===== src/hdl/pebd_pkg.sv =====
// Shared constants, register indexes and unit request types for the profile edge break detector.
`timescale 1ns / 1ps
package pebd_pkg;

  localparam int MAX_HALF_LENGTH = 4096;

  localparam int HL_W   = 13;
  localparam int SAMP_W = 16;
  localparam int POS_W  = 14;
  localparam int CFG_W  = 13;
  localparam int IDX_W  = 3;

  localparam int MUL_A_W = 64;
  localparam int MUL_B_W = 32;
  localparam int DIV_W   = 64;
  localparam int DVS_W   = 49;
  localparam int STEP_W  = 7;

  localparam logic [IDX_W-1:0] CFG_HALF_LENGTH   = 3'd0;
  localparam logic [IDX_W-1:0] CFG_SCAN_BACKWARD = 3'd1;
  localparam logic [IDX_W-1:0] CFG_STRONG_THRESH = 3'd2;
  localparam logic [IDX_W-1:0] CFG_WEAK_THRESH   = 3'd3;
  localparam logic [IDX_W-1:0] CFG_LOW_RATIO     = 3'd4;
  localparam logic [IDX_W-1:0] CFG_DIST_RATIO    = 3'd5;
  localparam logic [IDX_W-1:0] CFG_SEARCH_RATIO  = 3'd6;

  localparam logic [12:0] RST_HALF_LENGTH   = 13'd512;
  localparam logic [11:0] RST_STRONG_THRESH = 12'd896;
  localparam logic [11:0] RST_WEAK_THRESH   = 12'd768;
  localparam logic [7:0]  RST_LOW_RATIO     = 8'd219;
  localparam logic [7:0]  RST_DIST_RATIO    = 8'd205;
  localparam logic [7:0]  RST_SEARCH_RATIO  = 8'd169;

  typedef struct packed {
    logic               start;
    logic [MUL_A_W-1:0] a;
    logic [MUL_B_W-1:0] b;
  } mul_req_t;

  typedef struct packed {
    logic              start;
    logic [DVS_W-1:0]  rem_init;
    logic [DIV_W-1:0]  dividend;
    logic [DVS_W-1:0]  divisor;
    logic [STEP_W-1:0] steps;
  } div_req_t;

endpackage


===== src/hdl/pebd_mul.sv =====
// Bit-serial shift-add multiplier: one multiplier bit per cycle, stops when no bits remain.
`timescale 1ns / 1ps
module pebd_mul (
  input  logic                         clk,
  input  logic                         rst,
  input  pebd_pkg::mul_req_t           req,
  output logic                         done,
  output logic [pebd_pkg::MUL_A_W-1:0] product
);

  logic                         run;
  logic [pebd_pkg::MUL_A_W-1:0] areg;
  logic [pebd_pkg::MUL_B_W-1:0] breg;
  logic [pebd_pkg::MUL_A_W-1:0] acc;

  assign done    = run && (breg == '0);
  assign product = acc;

  always_ff @(posedge clk) begin
    if (rst) begin
      run <= 1'b0;
    end else if (req.start) begin
      run <= 1'b1;
    end else if (done) begin
      run <= 1'b0;
    end
  end

  always_ff @(posedge clk) begin
    if (req.start) begin
      areg <= req.a;
      breg <= req.b;
      acc  <= '0;
    end else if (run && breg != '0) begin
      if (breg[0]) begin
        acc <= acc + areg;
      end
      areg <= {areg[pebd_pkg::MUL_A_W-2:0], 1'b0};
      breg <= {1'b0, breg[pebd_pkg::MUL_B_W-1:1]};
    end
  end

endmodule


===== src/hdl/pebd_div.sv =====
// Restoring divider: one quotient bit per cycle, with a preloadable partial remainder.
`timescale 1ns / 1ps
module pebd_div (
  input  logic                       clk,
  input  logic                       rst,
  input  pebd_pkg::div_req_t         req,
  output logic                       done,
  output logic [pebd_pkg::DIV_W-1:0] quotient
);

  logic                        run;
  logic [pebd_pkg::STEP_W-1:0] cnt;
  logic [pebd_pkg::DVS_W-1:0]  rem;
  logic [pebd_pkg::DVS_W-1:0]  dvs;
  logic [pebd_pkg::DIV_W-1:0]  quo;
  logic [pebd_pkg::DVS_W:0]    trial;
  logic [pebd_pkg::DVS_W:0]    diff;
  logic                        ge;

  assign done     = run && (cnt == '0);
  assign quotient = quo;

  always_comb begin
    trial = {rem, quo[pebd_pkg::DIV_W-1]};
    diff  = trial - {1'b0, dvs};
    ge    = (trial >= {1'b0, dvs});
  end

  always_ff @(posedge clk) begin
    if (rst) begin
      run <= 1'b0;
    end else if (req.start) begin
      run <= 1'b1;
    end else if (done) begin
      run <= 1'b0;
    end
  end

  always_ff @(posedge clk) begin
    if (req.start) begin
      rem <= req.rem_init;
      quo <= req.dividend;
      dvs <= req.divisor;
      cnt <= req.steps;
    end else if (run && cnt != '0) begin
      rem <= ge ? diff[pebd_pkg::DVS_W-1:0] : trial[pebd_pkg::DVS_W-1:0];
      quo <= {quo[pebd_pkg::DIV_W-2:0], ge};
      cnt <= cnt - 1'b1;
    end
  end

endmodule


===== src/hdl/profile_edge_break_detector_unit.sv =====
// Top level of the profile edge break detector: sequencer, scan state and handshakes.
`timescale 1ns / 1ps
// Units: every product goes through one bit-serial multiplier (one multiplier bit per
//   cycle) and every quotient through one restoring divider (one bit per cycle).
// Throughput: one sample at a time; the next is taken once the sequencer is back in idle,
//   while a finished result may still sit in the output register.
// Reset: configuration returns to its defaults, the scan goes idle, the output empties.
module profile_edge_break_detector_unit (
  input  logic                              clk,
  input  logic                              rst,
  input  logic                              in_valid,
  output logic                              in_ready,
  input  logic [pebd_pkg::SAMP_W-1:0]       sample,
  input  logic                              first,
  output logic                              out_valid,
  input  logic                              out_ready,
  output logic                              found,
  output logic signed [pebd_pkg::POS_W-1:0] cut_pos,
  input  logic                              cfg_we,
  input  logic [pebd_pkg::IDX_W-1:0]        cfg_index,
  input  logic [pebd_pkg::CFG_W-1:0]        cfg_data
);

  // Sequencer steps
  localparam logic [4:0] ST_IDLE = 5'd0;
  localparam logic [4:0] ST_SXX  = 5'd1;   // j*j into sum_xx
  localparam logic [4:0] ST_SXY  = 5'd2;   // j*y into sum_xy
  localparam logic [4:0] ST_SYY  = 5'd3;   // y*y into sum_yy
  localparam logic [4:0] ST_TLS  = 5'd4;   // strong * low ratio
  localparam logic [4:0] ST_TLW  = 5'd5;   // weak * low ratio
  localparam logic [4:0] ST_VLS  = 5'd6;   // onset bounds times variance
  localparam logic [4:0] ST_VLW  = 5'd7;
  localparam logic [4:0] ST_VS   = 5'd8;   // cut bounds times variance
  localparam logic [4:0] ST_VW   = 5'd9;
  localparam logic [4:0] ST_STOP = 5'd10;  // search limit
  localparam logic [4:0] ST_DJ   = 5'd11;  // dist ratio * j
  localparam logic [4:0] ST_DEC  = 5'd12;  // onset latch and cut decision
  localparam logic [4:0] ST_FA   = 5'd13;  // n*sum_xx
  localparam logic [4:0] ST_FC   = 5'd14;  // sum_x^2, form D
  localparam logic [4:0] ST_FPA  = 5'd15;  // n*sum_xy
  localparam logic [4:0] ST_FPC  = 5'd16;  // sum_x*sum_y, form P
  localparam logic [4:0] ST_FK   = 5'd17;  // slope division
  localparam logic [4:0] ST_FKS  = 5'd18;  // slope * sum_x, form intercept numerator
  localparam logic [4:0] ST_FB   = 5'd19;  // intercept division by n
  localparam logic [4:0] ST_FNK  = 5'd20;  // n * slope, prediction
  localparam logic [4:0] ST_FYA  = 5'd21;  // n*sum_yy
  localparam logic [4:0] ST_FYC  = 5'd22;  // sum_y^2
  localparam logic [4:0] ST_FT1  = 5'd23;  // explained energy, high part
  localparam logic [4:0] ST_FT2  = 5'd24;  // explained energy, low part
  localparam logic [4:0] ST_FNN  = 5'd25;  // n*n
  localparam logic [4:0] ST_FV   = 5'd26;  // residual variance division
  localparam logic [4:0] ST_TAIL = 5'd27;  // advance index, end of range check
  localparam logic [4:0] ST_EMIT = 5'd28;  // hand result to output register

  // Configuration
  logic [12:0] half_length;
  logic        scan_backward;
  logic [11:0] strong_thresh;
  logic [11:0] weak_thresh;
  logic [7:0]  low_ratio;
  logic [7:0]  dist_ratio;
  logic [7:0]  search_ratio;

  // Scan state
  logic [12:0]        index;
  logic [23:0]        sum_x;
  logic [35:0]        sum_xx;
  logic [28:0]        sum_y;
  logic [40:0]        sum_xy;
  logic [44:0]        sum_yy;
  logic signed [31:0] prediction;
  logic [31:0]        residual_var;
  logic               active;
  logic               pred_ok;
  logic               low_s;
  logic               low_w;
  logic               fb_set;
  logic [12:0]        onset_s;
  logic [12:0]        onset_w;
  logic [12:0]        fallback_pos;

  // Work registers
  logic [4:0]  step;
  logic        launched;
  logic [15:0] y;
  logic [19:0] tls;
  logic [19:0] tlw;
  logic        gt_low_s;
  logic        gt_low_w;
  logic        gt_s;
  logic        gt_w;
  logic [20:0] stop_lim;
  logic [20:0] dj;
  logic [63:0] tmp;
  logic [48:0] d_reg;
  logic [63:0] pmag;
  logic        kneg;
  logic [31:0] kmag;
  logic        bneg;
  logic [63:0] syy;
  logic        res_found;
  logic [13:0] res_pos;

  // Units
  pebd_pkg::mul_req_t mreq;
  pebd_pkg::div_req_t dreq;
  logic               mul_done;
  logic [63:0]        mul_p;
  logic               div_done;
  logic [63:0]        div_q;
  logic               mul_op;
  logic               div_op;

  pebd_mul u_mul (
    .clk     (clk),
    .rst     (rst),
    .req     (mreq),
    .done    (mul_done),
    .product (mul_p)
  );

  pebd_div u_div (
    .clk      (clk),
    .rst      (rst),
    .req      (dreq),
    .done     (div_done),
    .quotient (div_q)
  );

  // Derived values
  logic [12:0]        hl_eff;
  logic [12:0]        n13;
  logic [63:0]        n64;
  logic [31:0]        n32;
  logic [63:0]        j64;
  logic [31:0]        j32;
  logic [31:0]        varf;
  logic signed [33:0] dv;
  logic [32:0]        diff;
  logic [63:0]        d16;
  logic [63:0]        d8;
  logic               ls_new;
  logic               lw_new;
  logic [12:0]        os_new;
  logic [12:0]        ow_new;
  logic               stop_hit;
  logic               cut_hit;
  logic               fb_hit;
  logic [63:0]        bnum;
  logic [63:0]        kqn;
  logic [63:0]        pv;
  logic [63:0]        pm;
  logic [31:0]        pred_next;
  logic [63:0]        t_sum;
  logic               out_free;
  logic               accept;

  function automatic logic [13:0] pos_of(input logic [12:0] p, input logic back);
    logic [13:0] v;
    v = {1'b0, p};
    return back ? (14'd0 - v) : v;
  endfunction

  assign in_ready = (step == ST_IDLE);
  assign accept   = in_valid && in_ready;
  assign out_free = !out_valid || out_ready;

  always_comb begin
    if (half_length == 13'd0) begin
      hl_eff = 13'd1;
    end else if (half_length > 13'(pebd_pkg::MAX_HALF_LENGTH)) begin
      hl_eff = 13'(pebd_pkg::MAX_HALF_LENGTH);
    end else begin
      hl_eff = half_length;
    end
    n13  = index + 13'd1;
    n64  = {51'd0, n13};
    n32  = {19'd0, n13};
    j64  = {51'd0, index};
    j32  = {19'd0, index};
    varf = (residual_var < 32'd65536) ? 32'd65536 : residual_var;

    // Residual against the held prediction
    dv   = $signed({10'd0, y, 8'd0}) - 34'(prediction);
    diff = dv[33] ? 33'(-dv) : dv[32:0];
    d16  = {15'd0, diff, 16'd0};
    d8   = {23'd0, diff, 8'd0};

    // Onset latch, then search stop, strong cut and fallback in that order
    ls_new   = low_s | gt_low_s;
    lw_new   = low_w | gt_low_w;
    os_new   = (!low_s && gt_low_s) ? index : onset_s;
    ow_new   = (!low_w && gt_low_w) ? index : onset_w;
    stop_hit = ({index, 8'd0} >= stop_lim);
    cut_hit  = gt_s && ls_new && ({os_new, 8'd0} >= dj);
    fb_hit   = !fb_set && gt_w && lw_new && ({ow_new, 8'd0} >= dj);

    // Intercept numerator: sum_y*2^16 - k*sum_x
    bnum = kneg ? ({19'd0, sum_y, 16'd0} + mul_p) : ({19'd0, sum_y, 16'd0} - mul_p);

    // Prediction at x = j+1, saturated to 32 bits
    kqn = kneg ? (64'd0 - mul_p) : mul_p;
    pv  = kqn + tmp;
    pm  = (pv[63] ? (64'd0 - pv) : pv) >> 8;
    if (pv[63]) begin
      pred_next = (pm > 64'h8000_0000) ? 32'h8000_0000 : (32'd0 - pm[31:0]);
    end else begin
      pred_next = (pm > 64'h7FFF_FFFF) ? 32'h7FFF_FFFF : pm[31:0];
    end

    t_sum = tmp + (mul_p >> 16);
  end

  // Operand selection for the shared units
  always_comb begin
    mreq   = '0;
    dreq   = '0;
    mul_op = 1'b1;
    div_op = 1'b0;
    unique case (step)
      ST_SXX:  begin mreq.a = j64;                   mreq.b = j32;              end
      ST_SXY:  begin mreq.a = {48'd0, y};            mreq.b = j32;              end
      ST_SYY:  begin mreq.a = {48'd0, y};            mreq.b = {16'd0, y};       end
      ST_TLS:  begin mreq.a = {52'd0, strong_thresh}; mreq.b = {24'd0, low_ratio}; end
      ST_TLW:  begin mreq.a = {52'd0, weak_thresh};  mreq.b = {24'd0, low_ratio}; end
      ST_VLS:  begin mreq.a = {32'd0, varf};         mreq.b = {12'd0, tls};     end
      ST_VLW:  begin mreq.a = {32'd0, varf};         mreq.b = {12'd0, tlw};     end
      ST_VS:   begin mreq.a = {32'd0, varf};         mreq.b = {20'd0, strong_thresh}; end
      ST_VW:   begin mreq.a = {32'd0, varf};         mreq.b = {20'd0, weak_thresh}; end
      ST_STOP: begin mreq.a = {51'd0, hl_eff};       mreq.b = {24'd0, search_ratio}; end
      ST_DJ:   begin mreq.a = j64;                   mreq.b = {24'd0, dist_ratio}; end
      ST_FA:   begin mreq.a = {28'd0, sum_xx};       mreq.b = n32;              end
      ST_FC:   begin mreq.a = {40'd0, sum_x};        mreq.b = {8'd0, sum_x};    end
      ST_FPA:  begin mreq.a = {23'd0, sum_xy};       mreq.b = n32;              end
      ST_FPC:  begin mreq.a = {35'd0, sum_y};        mreq.b = {8'd0, sum_x};    end
      ST_FKS:  begin mreq.a = {40'd0, sum_x};        mreq.b = kmag;             end
      ST_FNK:  begin mreq.a = {32'd0, kmag};         mreq.b = n32;              end
      ST_FYA:  begin mreq.a = {19'd0, sum_yy};       mreq.b = n32;              end
      ST_FYC:  begin mreq.a = {35'd0, sum_y};        mreq.b = {3'd0, sum_y};    end
      ST_FT1:  begin mreq.a = pmag >> 16;            mreq.b = kmag;             end
      ST_FT2:  begin mreq.a = {48'd0, pmag[15:0]};   mreq.b = kmag;             end
      ST_FNN:  begin mreq.a = n64;                   mreq.b = n32;              end
      ST_FK: begin
        mul_op        = 1'b0;
        div_op        = 1'b1;
        dreq.rem_init = {1'b0, pmag[63:16]};
        dreq.dividend = {pmag[15:0], 48'd0};
        dreq.divisor  = d_reg;
        dreq.steps    = 7'd32;
      end
      ST_FB: begin
        mul_op        = 1'b0;
        div_op        = 1'b1;
        dreq.dividend = tmp;
        dreq.divisor  = {36'd0, n13};
        dreq.steps    = 7'd64;
      end
      ST_FV: begin
        mul_op        = 1'b0;
        div_op        = 1'b1;
        dreq.dividend = syy;
        dreq.divisor  = d_reg;
        dreq.steps    = 7'd64;
      end
      default: begin
        mul_op = 1'b0;
      end
    endcase
    mreq.start = mul_op && !launched;
    dreq.start = div_op && !launched;
  end

  // Configuration writes
  always_ff @(posedge clk) begin
    if (rst) begin
      half_length   <= pebd_pkg::RST_HALF_LENGTH;
      scan_backward <= 1'b0;
      strong_thresh <= pebd_pkg::RST_STRONG_THRESH;
      weak_thresh   <= pebd_pkg::RST_WEAK_THRESH;
      low_ratio     <= pebd_pkg::RST_LOW_RATIO;
      dist_ratio    <= pebd_pkg::RST_DIST_RATIO;
      search_ratio  <= pebd_pkg::RST_SEARCH_RATIO;
    end else if (cfg_we) begin
      case (cfg_index)
        pebd_pkg::CFG_HALF_LENGTH:   half_length   <= cfg_data;
        pebd_pkg::CFG_SCAN_BACKWARD: scan_backward <= cfg_data[0];
        pebd_pkg::CFG_STRONG_THRESH: strong_thresh <= cfg_data[11:0];
        pebd_pkg::CFG_WEAK_THRESH:   weak_thresh   <= cfg_data[11:0];
        pebd_pkg::CFG_LOW_RATIO:     low_ratio     <= cfg_data[7:0];
        pebd_pkg::CFG_DIST_RATIO:    dist_ratio    <= cfg_data[7:0];
        pebd_pkg::CFG_SEARCH_RATIO:  search_ratio  <= cfg_data[7:0];
        default: ;
      endcase
    end
  end

  // Sequencer and scan state
  always_ff @(posedge clk) begin
    if (rst) begin
      step         <= ST_IDLE;
      launched     <= 1'b0;
      active       <= 1'b0;
      pred_ok      <= 1'b0;
      low_s        <= 1'b0;
      low_w        <= 1'b0;
      fb_set       <= 1'b0;
      index        <= '0;
      sum_x        <= '0;
      sum_xx       <= '0;
      sum_y        <= '0;
      sum_xy       <= '0;
      sum_yy       <= '0;
      prediction   <= '0;
      residual_var <= '0;
      onset_s      <= '0;
      onset_w      <= '0;
      fallback_pos <= '0;
    end else begin
      if (mreq.start || dreq.start) begin
        launched <= 1'b1;
      end
      if ((mul_op && mul_done) || (div_op && div_done)) begin
        launched <= 1'b0;
      end
      unique case (step)
        ST_IDLE: begin
          if (accept) begin
            y <= sample;
            if (first) begin
              // New scan: clear sums and flags, take this sample as j = 0
              active       <= 1'b1;
              pred_ok      <= 1'b0;
              low_s        <= 1'b0;
              low_w        <= 1'b0;
              fb_set       <= 1'b0;
              index        <= '0;
              sum_x        <= '0;
              sum_xx       <= '0;
              sum_y        <= '0;
              sum_xy       <= '0;
              sum_yy       <= '0;
              prediction   <= '0;
              residual_var <= '0;
              onset_s      <= '0;
              onset_w      <= '0;
              fallback_pos <= '0;
              step         <= ST_SXX;
            end else if (active) begin
              step <= ST_SXX;
            end
          end
        end
        ST_SXX: if (mul_done) begin
          sum_xx <= sum_xx + mul_p[35:0];
          sum_x  <= sum_x + {11'd0, index};
          sum_y  <= sum_y + {13'd0, y};
          step   <= ST_SXY;
        end
        ST_SXY: if (mul_done) begin
          sum_xy <= sum_xy + mul_p[40:0];
          step   <= ST_SYY;
        end
        ST_SYY: if (mul_done) begin
          sum_yy <= sum_yy + mul_p[44:0];
          if (pred_ok) begin
            step <= ST_TLS;
          end else if (index != '0) begin
            step <= ST_FA;
          end else begin
            step <= ST_TAIL;
          end
        end
        ST_TLS: if (mul_done) begin
          tls  <= mul_p[19:0];
          step <= ST_TLW;
        end
        ST_TLW: if (mul_done) begin
          tlw  <= mul_p[19:0];
          step <= ST_VLS;
        end
        ST_VLS: if (mul_done) begin
          gt_low_s <= (d16 > mul_p);
          step     <= ST_VLW;
        end
        ST_VLW: if (mul_done) begin
          gt_low_w <= (d16 > mul_p);
          step     <= ST_VS;
        end
        ST_VS: if (mul_done) begin
          gt_s <= (d8 > mul_p);
          step <= ST_VW;
        end
        ST_VW: if (mul_done) begin
          gt_w <= (d8 > mul_p);
          step <= ST_STOP;
        end
        ST_STOP: if (mul_done) begin
          stop_lim <= mul_p[20:0];
          step     <= ST_DJ;
        end
        ST_DJ: if (mul_done) begin
          dj   <= mul_p[20:0];
          step <= ST_DEC;
        end
        ST_DEC: begin
          low_s   <= ls_new;
          low_w   <= lw_new;
          onset_s <= os_new;
          onset_w <= ow_new;
          if (stop_hit) begin
            active    <= 1'b0;
            res_found <= fb_set;
            res_pos   <= fb_set ? pos_of(fallback_pos, scan_backward) : 14'd0;
            step      <= ST_EMIT;
          end else if (cut_hit) begin
            active    <= 1'b0;
            res_found <= 1'b1;
            res_pos   <= pos_of(index, scan_backward);
            step      <= ST_EMIT;
          end else begin
            if (fb_hit) begin
              fb_set       <= 1'b1;
              fallback_pos <= index;
            end
            step <= (index != '0) ? ST_FA : ST_TAIL;
          end
        end
        ST_FA: if (mul_done) begin
          tmp  <= mul_p;
          step <= ST_FC;
        end
        ST_FC: if (mul_done) begin
          d_reg <= (tmp > mul_p) ? 49'(tmp - mul_p) : 49'd0;
          step  <= ST_FPA;
        end
        ST_FPA: if (mul_done) begin
          tmp  <= mul_p;
          step <= ST_FPC;
        end
        ST_FPC: if (mul_done) begin
          kneg <= (mul_p > tmp);
          pmag <= (mul_p > tmp) ? (mul_p - tmp) : (tmp - mul_p);
          if (d_reg == '0) begin
            // Degenerate fit: slope is zero
            kmag <= '0;
            step <= ST_FKS;
          end else begin
            step <= ST_FK;
          end
        end
        ST_FK: if (div_done) begin
          kmag <= div_q[31:0];
          step <= ST_FKS;
        end
        ST_FKS: if (mul_done) begin
          bneg <= bnum[63];
          tmp  <= bnum[63] ? (64'd0 - bnum) : bnum;
          step <= ST_FB;
        end
        ST_FB: if (div_done) begin
          tmp  <= bneg ? (64'd0 - div_q) : div_q;
          step <= ST_FNK;
        end
        ST_FNK: if (mul_done) begin
          prediction <= $signed(pred_next);
          step       <= ST_FYA;
        end
        ST_FYA: if (mul_done) begin
          tmp  <= mul_p;
          step <= ST_FYC;
        end
        ST_FYC: if (mul_done) begin
          syy  <= (tmp > mul_p) ? (tmp - mul_p) : 64'd0;
          step <= ST_FT1;
        end
        ST_FT1: if (mul_done) begin
          tmp  <= mul_p;
          step <= ST_FT2;
        end
        ST_FT2: if (mul_done) begin
          syy  <= (syy > t_sum) ? (syy - t_sum) : 64'd0;
          step <= ST_FNN;
        end
        ST_FNN: if (mul_done) begin
          d_reg <= mul_p[48:0];
          step  <= ST_FV;
        end
        ST_FV: if (div_done) begin
          residual_var <= (div_q > 64'hFFFF_FFFF) ? 32'hFFFF_FFFF : div_q[31:0];
          pred_ok      <= 1'b1;
          step         <= ST_TAIL;
        end
        ST_TAIL: begin
          index <= n13;
          if (n13 >= hl_eff) begin
            active    <= 1'b0;
            res_found <= fb_set;
            res_pos   <= fb_set ? pos_of(fallback_pos, scan_backward) : 14'd0;
            step      <= ST_EMIT;
          end else begin
            step <= ST_IDLE;
          end
        end
        ST_EMIT: begin
          // Hold until the output register can take the beat
          if (out_free) begin
            step <= ST_IDLE;
          end
        end
        default: step <= ST_IDLE;
      endcase
    end
  end

  // Output register
  always_ff @(posedge clk) begin
    if (rst) begin
      out_valid <= 1'b0;
    end else if (step == ST_EMIT && out_free) begin
      out_valid <= 1'b1;
    end else if (out_ready) begin
      out_valid <= 1'b0;
    end
  end

  always_ff @(posedge clk) begin
    if (step == ST_EMIT && out_free) begin
      found   <= res_found;
      cut_pos <= $signed(res_pos);
    end
  end

  // Checks
  a_idle_no_unit: assert property (@(posedge clk) disable iff (rst)
    accept |-> !launched) else $error("sample taken while a unit request is open");

  a_nf_zero: assert property (@(posedge clk) disable iff (rst)
    (out_valid && !found) |-> (cut_pos == '0)) else $error("not-found beat with nonzero offset");

  a_first_starts: assert property (@(posedge clk) disable iff (rst)
    (accept && first) |=> (active && step == ST_SXX)) else $error("new scan did not start");

  a_emit_inactive: assert property (@(posedge clk) disable iff (rst)
    (step == ST_EMIT) |-> !active) else $error("result emitted with scan still active");

endmodule


===== config.mk =====
export PLATFORM = sky130hd
export DESIGN_NAME = profile_edge_break_detector_unit
export DESIGN_NICKNAME = d
export VERILOG_FILES = /design/src/hdl/pebd_pkg.sv /design/src/hdl/pebd_mul.sv /design/src/hdl/pebd_div.sv /design/src/hdl/profile_edge_break_detector_unit.sv
export SDC_FILE = /design/constraint.sdc
export NUM_CORES = 2
export LEC_CHECK = 0
export ABC_AREA = 0
export BUFFER_PORTS_ARGS = -buffer_cell sky130_fd_sc_hd__clkbuf_2
export CAP_MARGIN = 20
export CORE_MARGIN = 4
export CORE_UTILIZATION = 50
export CTS_BUF_LIST = sky130_fd_sc_hd__clkbuf_8
export CTS_CLUSTER_SIZE = 24
export DETAILED_ROUTE_END_ITERATION = 7
export PLACE_DENSITY = 0.66
export SLEW_MARGIN = 20
export SYNTH_ARGS = -nofsm -noshare
export SYNTH_HDL_FRONTEND = slang
export SYNTH_SLANG_ARGS = --single-unit

===== constraint.sdc =====
create_clock -name clk -period 26.7 [get_ports clk]
set_input_delay 5.34 -clock clk [delete_from_list [all_inputs] [get_ports clk]]
set_output_delay 5.34 -clock clk [all_outputs]
set_load 0.01 [all_outputs]

# After elaboration in Yosys (flattened, before gate mapping)
# Index checks and enable logic that the tools add are counted.
[totals]
reg_bits = 1103
elab_cells = 411
[classes]
addsub = 25
order_cmp = 15
eq_ne = 70
muxes = 153
bitwise_logic = 3
reduce_logical = 90
[ops]
columns = ["op", "n"]
rows = [
  ["$pmux 80 s22", 1],
  ["$mux 64", 17],
  ["$mux 32", 14],
  ["$pmux 120 s3", 1],
  ["$mux 49", 6],
  ["$sub 1x64->64 const A", 4],
  ["$gt 64x64->1", 3],
  ["$pmux 32 s2", 3],
  ["$pmux 64 s3", 1],
  ["$sub 64x64->64", 3],
  ["$mux 5", 34],
  ["$pmux 5 s29", 1],
  ["$mux 45", 3],
  ["$add 64x64->64", 2],
  ["$pmux 64 s2", 1],
  ["$mux 41", 3],
  ["$mux 13", 9],
  ["$mux 36", 3],
  ["$pmux 13 s2", 4],
  ["$pmux 49 s2", 1],
  ["$pmux 45 s2", 1],
  ["$mux 29", 3],
  ["$mux 14", 6],
  ["$pmux 41 s2", 1],
  ["other kinds (75)", 231],
]

# Logic depth before layout (Yosys ltp)
[logic_depth]
word_depth = 10
mapped_depth = 44
depth_no_buf = 34

# Cells and area by module
# A second synthesis with hierarchy kept.
[hier_totals]
hier_cells = 11124
area_unflattened_um2 = 94358.0
[by_module_without_submodules]
columns = ["mod", "instances", "cells_each", "area_per_inst_um2"]
rows = [
  ["profile_edge_break_detector_unit", 1, 9232, 74393.8],
  ["pebd_mul", 1, 1027, 10107.2],
  ["pebd_div", 1, 865, 9857.0],
]

# Least setup slack after synthesis
# OpenSTA, ideal clock, no wires.
[synth_path]
path_type = "input to register"
start = "in rst"
end = "reg kmag[0] (enable)"
arrival_ps = 10756
slack_ps = 15350
cell_stages = 3
path_buffers = 2
path_cell_list = "clkbuf_1 > clkbuf_1 > a2111oi_0"
[synth_via]
elab_chain_len = 2
[synth_rtl]
columns = ["item", "line", "source"]
rows = [
  ["from (decl)", "profile_edge_break_detector_unit.sv:10", "input logic rst,"],
  ["$not 1->1 (no source line)", "-", ""],
  ["$reduce_and 5->1 (no source line)", "-", ""],
  ["to (signal assigned)", "profile_edge_break_detector_unit.sv:452", "kmag <= div_q[31:0];"],
  ["to (decl)", "profile_edge_break_detector_unit.sv:98", "logic [31:0] kmag;"],
]
# No other way between the ends.
# A chain may end at the register's enable or synchronous reset.

# Worst setup path in the final report
[layout_path]
start = "reg u_mul.acc (netlist bit u_mul.product[1])"
end = "reg prediction[17]"
[layout_via]
elab_chain_len = 10
elab_cells_between_ends = 13
cone_classes = "add/sub (4); order compare (2); mux (7)"
[layout_rtl]
columns = ["item", "line", "source"]
rows = [
  ["from (decl)", "pebd_mul.sv:14", "logic [pebd_pkg::MUL_A_W-1:0] acc;"],
  ["from (signal assigned)", "pebd_mul.sv:36", "acc <= acc + areg;"],
  ["$sub 1x64->64", "profile_edge_break_detector_unit.sv:202", "kqn = kneg ? (64'd0 - mul_p) : mul_p;"],
  ["$mux 64 *", "profile_edge_break_detector_unit.sv:202", ""],
  ["$add 64x64->64 *", "profile_edge_break_detector_unit.sv:203", "pv = kqn + tmp;"],
  ["$sub 1x64->64", "profile_edge_break_detector_unit.sv:204", "pm = (pv[63] ? (64'd0 - pv) : pv) >> 8;"],
  ["$mux 64", "profile_edge_break_detector_unit.sv:204", ""],
  ["$gt 56x31->1 (tied with other cells)", "profile_edge_break_detector_unit.sv:208", "pred_next = (pm > 64'h7FFF_FFFF) ? 32'h7FFF_FFFF : pm[31:0];"],
  ["$mux 32, on equally long branches", "profile_edge_break_detector_unit.sv:208, profile_edge_break_detector_unit.sv:206", ""],
  ["$mux 32 *", "profile_edge_break_detector_unit.sv:205", "if (pv[63]) begin"],
  ["$mux 32 *", "profile_edge_break_detector_unit.sv:464", "ST_FNK: if (mul_done) begin"],
  ["$pmux 32 s2 *", "profile_edge_break_detector_unit.sv:325", "unique case (step)"],
  ["to (signal assigned)", "profile_edge_break_detector_unit.sv:465", "prediction <= $signed(pred_next);"],
  ["to (decl)", "profile_edge_break_detector_unit.sv:71", "logic signed [31:0] prediction;"],
]
# Mark *: on every way between the ends. The rest lies on a longest branch, timed or not. The select of a mux whose other input is x is not followed.

==> flow_metrics.py <==
metrics = {
    "outcome": {
        "run_status": "complete, but fails checks",
        "violations": "DRC",
    },
    "timing": {
        "worstMarginPinSlew_ns": 1.38,
        "clock-skew-final_ns": 0.100,
        "fin_crit_sh_pct": 38.7,
        "finalMaxSlewViolations": 0,
        "rsz0062_at_grt": "false",
        "post-route-min-period_ns": 10.33,
        "slew_headroom_pct": 5.65,
        "final_hold_viol_count": 0,
        "setup_tns_ns": 0,
        "setup_violations": 0,
        "max_freq_mhz": 96.8,
    },
    "clocking": {
        "post_cts_buffers": 0,
        "cts_resized": 0,
        "cts_tree": "built",
        "clk_latency_ns": 1.03,
        "cts.clk_slew.worst_paths_ns": 0.06,
        "root_buffer": "clkbuf_8",
        "cts_buffer_depth": 3,
        "cts_made_buffers": 205,
        "htree_num_levels": 4,
        "clkSinkCount": 1103,
        "ctsHoldBuffers": 0,
    },
    "global_routing": {
        "grt_max_degree": 140,
        "first_global_vias": 86926,
        "grtUsageTotal_pct": 43.2,
        "grt_pass1_wl_um": 612000,
        "antenna_found_initial": 46,
        "grt_overflow": 0,
    },
    "yosys": {
        "synth_seq_cells": 1103,
        "yosysMostFrequentCell": "nand2_1",
        "synth-async-reset-ratio_pct": 0,
        "synth_commonest_cells": "1063 x nand2_1, 1044 x a21oi_1, 917 x nor2_1",
        "synth_top_area_share_pct": 21.8,
        "synthFlopType": "edfxtp_1",
        "synthCells": 11145,
        "synth.distinct_cells": 121,
        "ys_top_cells_by_area": "edfxtp_1 22%, ha_1 10%, dfxtp_1 9.3%",
        "syn_area_mm2": 0.0925,
        "synth-edff-count": 672,
        "yosys_warnings": 0,
        "avgSynthCellArea_um2": 8.30,
        "synth_area_leader_cell": "edfxtp_1",
        "seq_area_frac_synth_pct": 31.1,
    },
    "flow_run": {
        "cap_violations": 0,
    },
    "finish": {
        "final_cells": 13721,
        "area_growth_pct": 8.36,
        "final_nets": 11864,
        "fillCellCount": 17169,
        "drive_gt1_share_pct": 7.58,
    },
    "power_and_ir_drop": {
        "p_clk_share_pct": 21.6,
        "switching_power_mw": 4.03,
        "netSwitchingFraction_pct": 47.6,
        "vdd_ir_drop_max_v": 0.0000793,
        "power_density_mw_per_mm2": 84.5,
        "p_leak_nw": 39.7,
        "p_comb_share_pct": 52.5,
        "seqPwrFrac_pct": 26.0,
        "power.internal_mw": 4.44,
    },
    "die": {
        "boundaryPins": 55,
        "core_mm2": 0.183,
        "rows": 157,
        "dieArea_mm2": 0.192,
        "die_w_um": 438,
        "initial_core_util_pct": 50.4,
        "dieHeight_um": 438,
    },
    "critical_path": {
        "cp-end-kind": "flop",
        "critical_path_class": "reg2reg",
        "cp-start-kind": "flop",
        "reg2reg_slack_ns": 16.37,
        "required_ns": 27.60,
        "critical_path.max_stage_delay_ns": 0.58,
        "arrival_ns": 11.23,
        "slowest_stage": "dfxtp_1",
        "critPathMaxFanout": 51,
    },
    "placed_design": {
        "portBuffers": 54,
        "dp_cells": 13305,
        "gp_congestion": 1.05,
        "hpwl_um": 336000,
    },
    "drt": {
        "vias": 94201,
        "ant_nets": 0,
        "finalWirelength_um": 434000,
        "wl_per_cell_um": 31.6,
        "dr.first_iter.drc_count": 14222,
        "drc": 15,
        "drt_pre_antenna_iters": 7,
        "viasPerCell": 6.87,
    },
    "min_path": {
        "hold_path_class": "reg2reg",
    },
}
final cells by class:
type	instances	area [µm²]	area share, %
Antenna cell	24	60.1	0.0599
Clock buffer	228	3140	3.13
Clock inverter	163	1310	1.31
Inverter	450	1690	1.69
Multi-Input combinational cell	8996	60000	59.9
Sequential cell	1103	28800	28.7
Tap cell	2464	3080	3.08
Timing Repair Buffer	293	2100	2.09
layer usage:
metal,vias up,wire (µm),track usage (%)
met5,-,241,0
met4,28,30400,25.4
met3,1303,57800,14.0
met2,6317,181000,63.7
met1,45347,164000,55.2
li1,41206,-,-
per-stage QoR:
stage | setup WS [ns] | utilization, % | hold slack (ns) | total power, mW | cell area [µm²]
2_1_floorplan | 15.35 | - | 0.400 | 4.97 | 92500
4_1_cts | 16.50 | 54.6 | 0.424 | 8.28 | 100000
5_1_grt | 15.79 | 54.6 | 0.426 | 8.80 | 100000
3_5_place_dp | 16.55 | 52.2 | 0.410 | 6.47 | 95700
3_3_place_gp | 16.72 | 52.1 | 0.404 | 6.45 | 95700
6_report | 16.37 | 54.6 | 0.422 | 8.47 | 100000
worst max-delay path, delay by kind of cell (launching register included):
kind	cells	cell delay, ns
XOR/XNOR	1	0.11
multiplexers	1	0.44
AO/OA/AOI/OAI	6	1.37
adder cells (fa/ha/maj)	2	0.82
buffers and inverters	5	1.74
AND/OR/NAND/NOR	17	5.14
flip-flops	1	0.58
placed cells by master, fill, tap and decap left out, drive strengths merged, types with 59 or more instances in the layout:
cell type | synthesis | final
nand2b | 130 | 130
ha | 764 | 764
nand3 | 351 | 351
nand4 | 141 | 141
inv | 443 | 505
edfxtp | 672 | 672
a31oi | 134 | 134
clkinv | 7 | 83
nor2b | 132 | 132
a211oi | 97 | 97
a22oi | 257 | 257
o21bai | 131 | 131
o21ai | 690 | 690
nor3 | 249 | 249
o21a | 82 | 82
a221oi | 94 | 94
o31ai | 114 | 114
a21oi | 1050 | 1050
a21o | 344 | 344
clkbuf | 510 | 281
or3 | 117 | 117
mux2i | 73 | 73
nor2 | 919 | 919
dfxtp | 431 | 431
buf | 87 | 240
nor4 | 98 | 98
xor2 | 238 | 238
and3 | 113 | 113
nand2 | 1063 | 1063
and2 | 118 | 118
or2 | 59 | 59
xnor2 | 622 | 622
worst paths after layout:
| kind | start | to | cells after the start |
|---|---|---|---|
| max | u_mul.product[1] | prediction[17] | 32 |
| min | res_pos[5] | cut_pos[5] | 0 |
| max reg2reg | u_mul.product[1] | prediction[17] | 32 |
| min reg2reg | res_pos[5] | cut_pos[5] | 0 |
kinds of logic (layout without fill, tap and decap cells):
kind of cell,Yosys count,after routing,share of synthesized area (%)
XOR/XNOR,860,860,8.15
flip-flops,1103,1103,31.1
AND/OR/NAND/NOR,3653,3653,19.1
buffers and inverters,1047,1134,4.33
other,1,26,0.00405
adder cells (fa/ha/maj),777,777,10.6
AO/OA/AOI/OAI,3595,3595,25.5
multiplexers,109,109,1.23
power by group through the flow:
stage | combinational, mW | clock, mW | sequential, mW
2_1_floorplan | 2.79 | 0 | 2.18
3_3_place_gp | 4.23 | 0 | 2.22
3_5_place_dp | 4.25 | 0 | 2.22
4_1_cts | 4.27 | 1.83 | 2.19
5_1_grt | 4.69 | 1.90 | 2.20
6_report | 4.44 | 1.83 | 2.20
No activity file was read; power rests on OpenSTA's default activity.
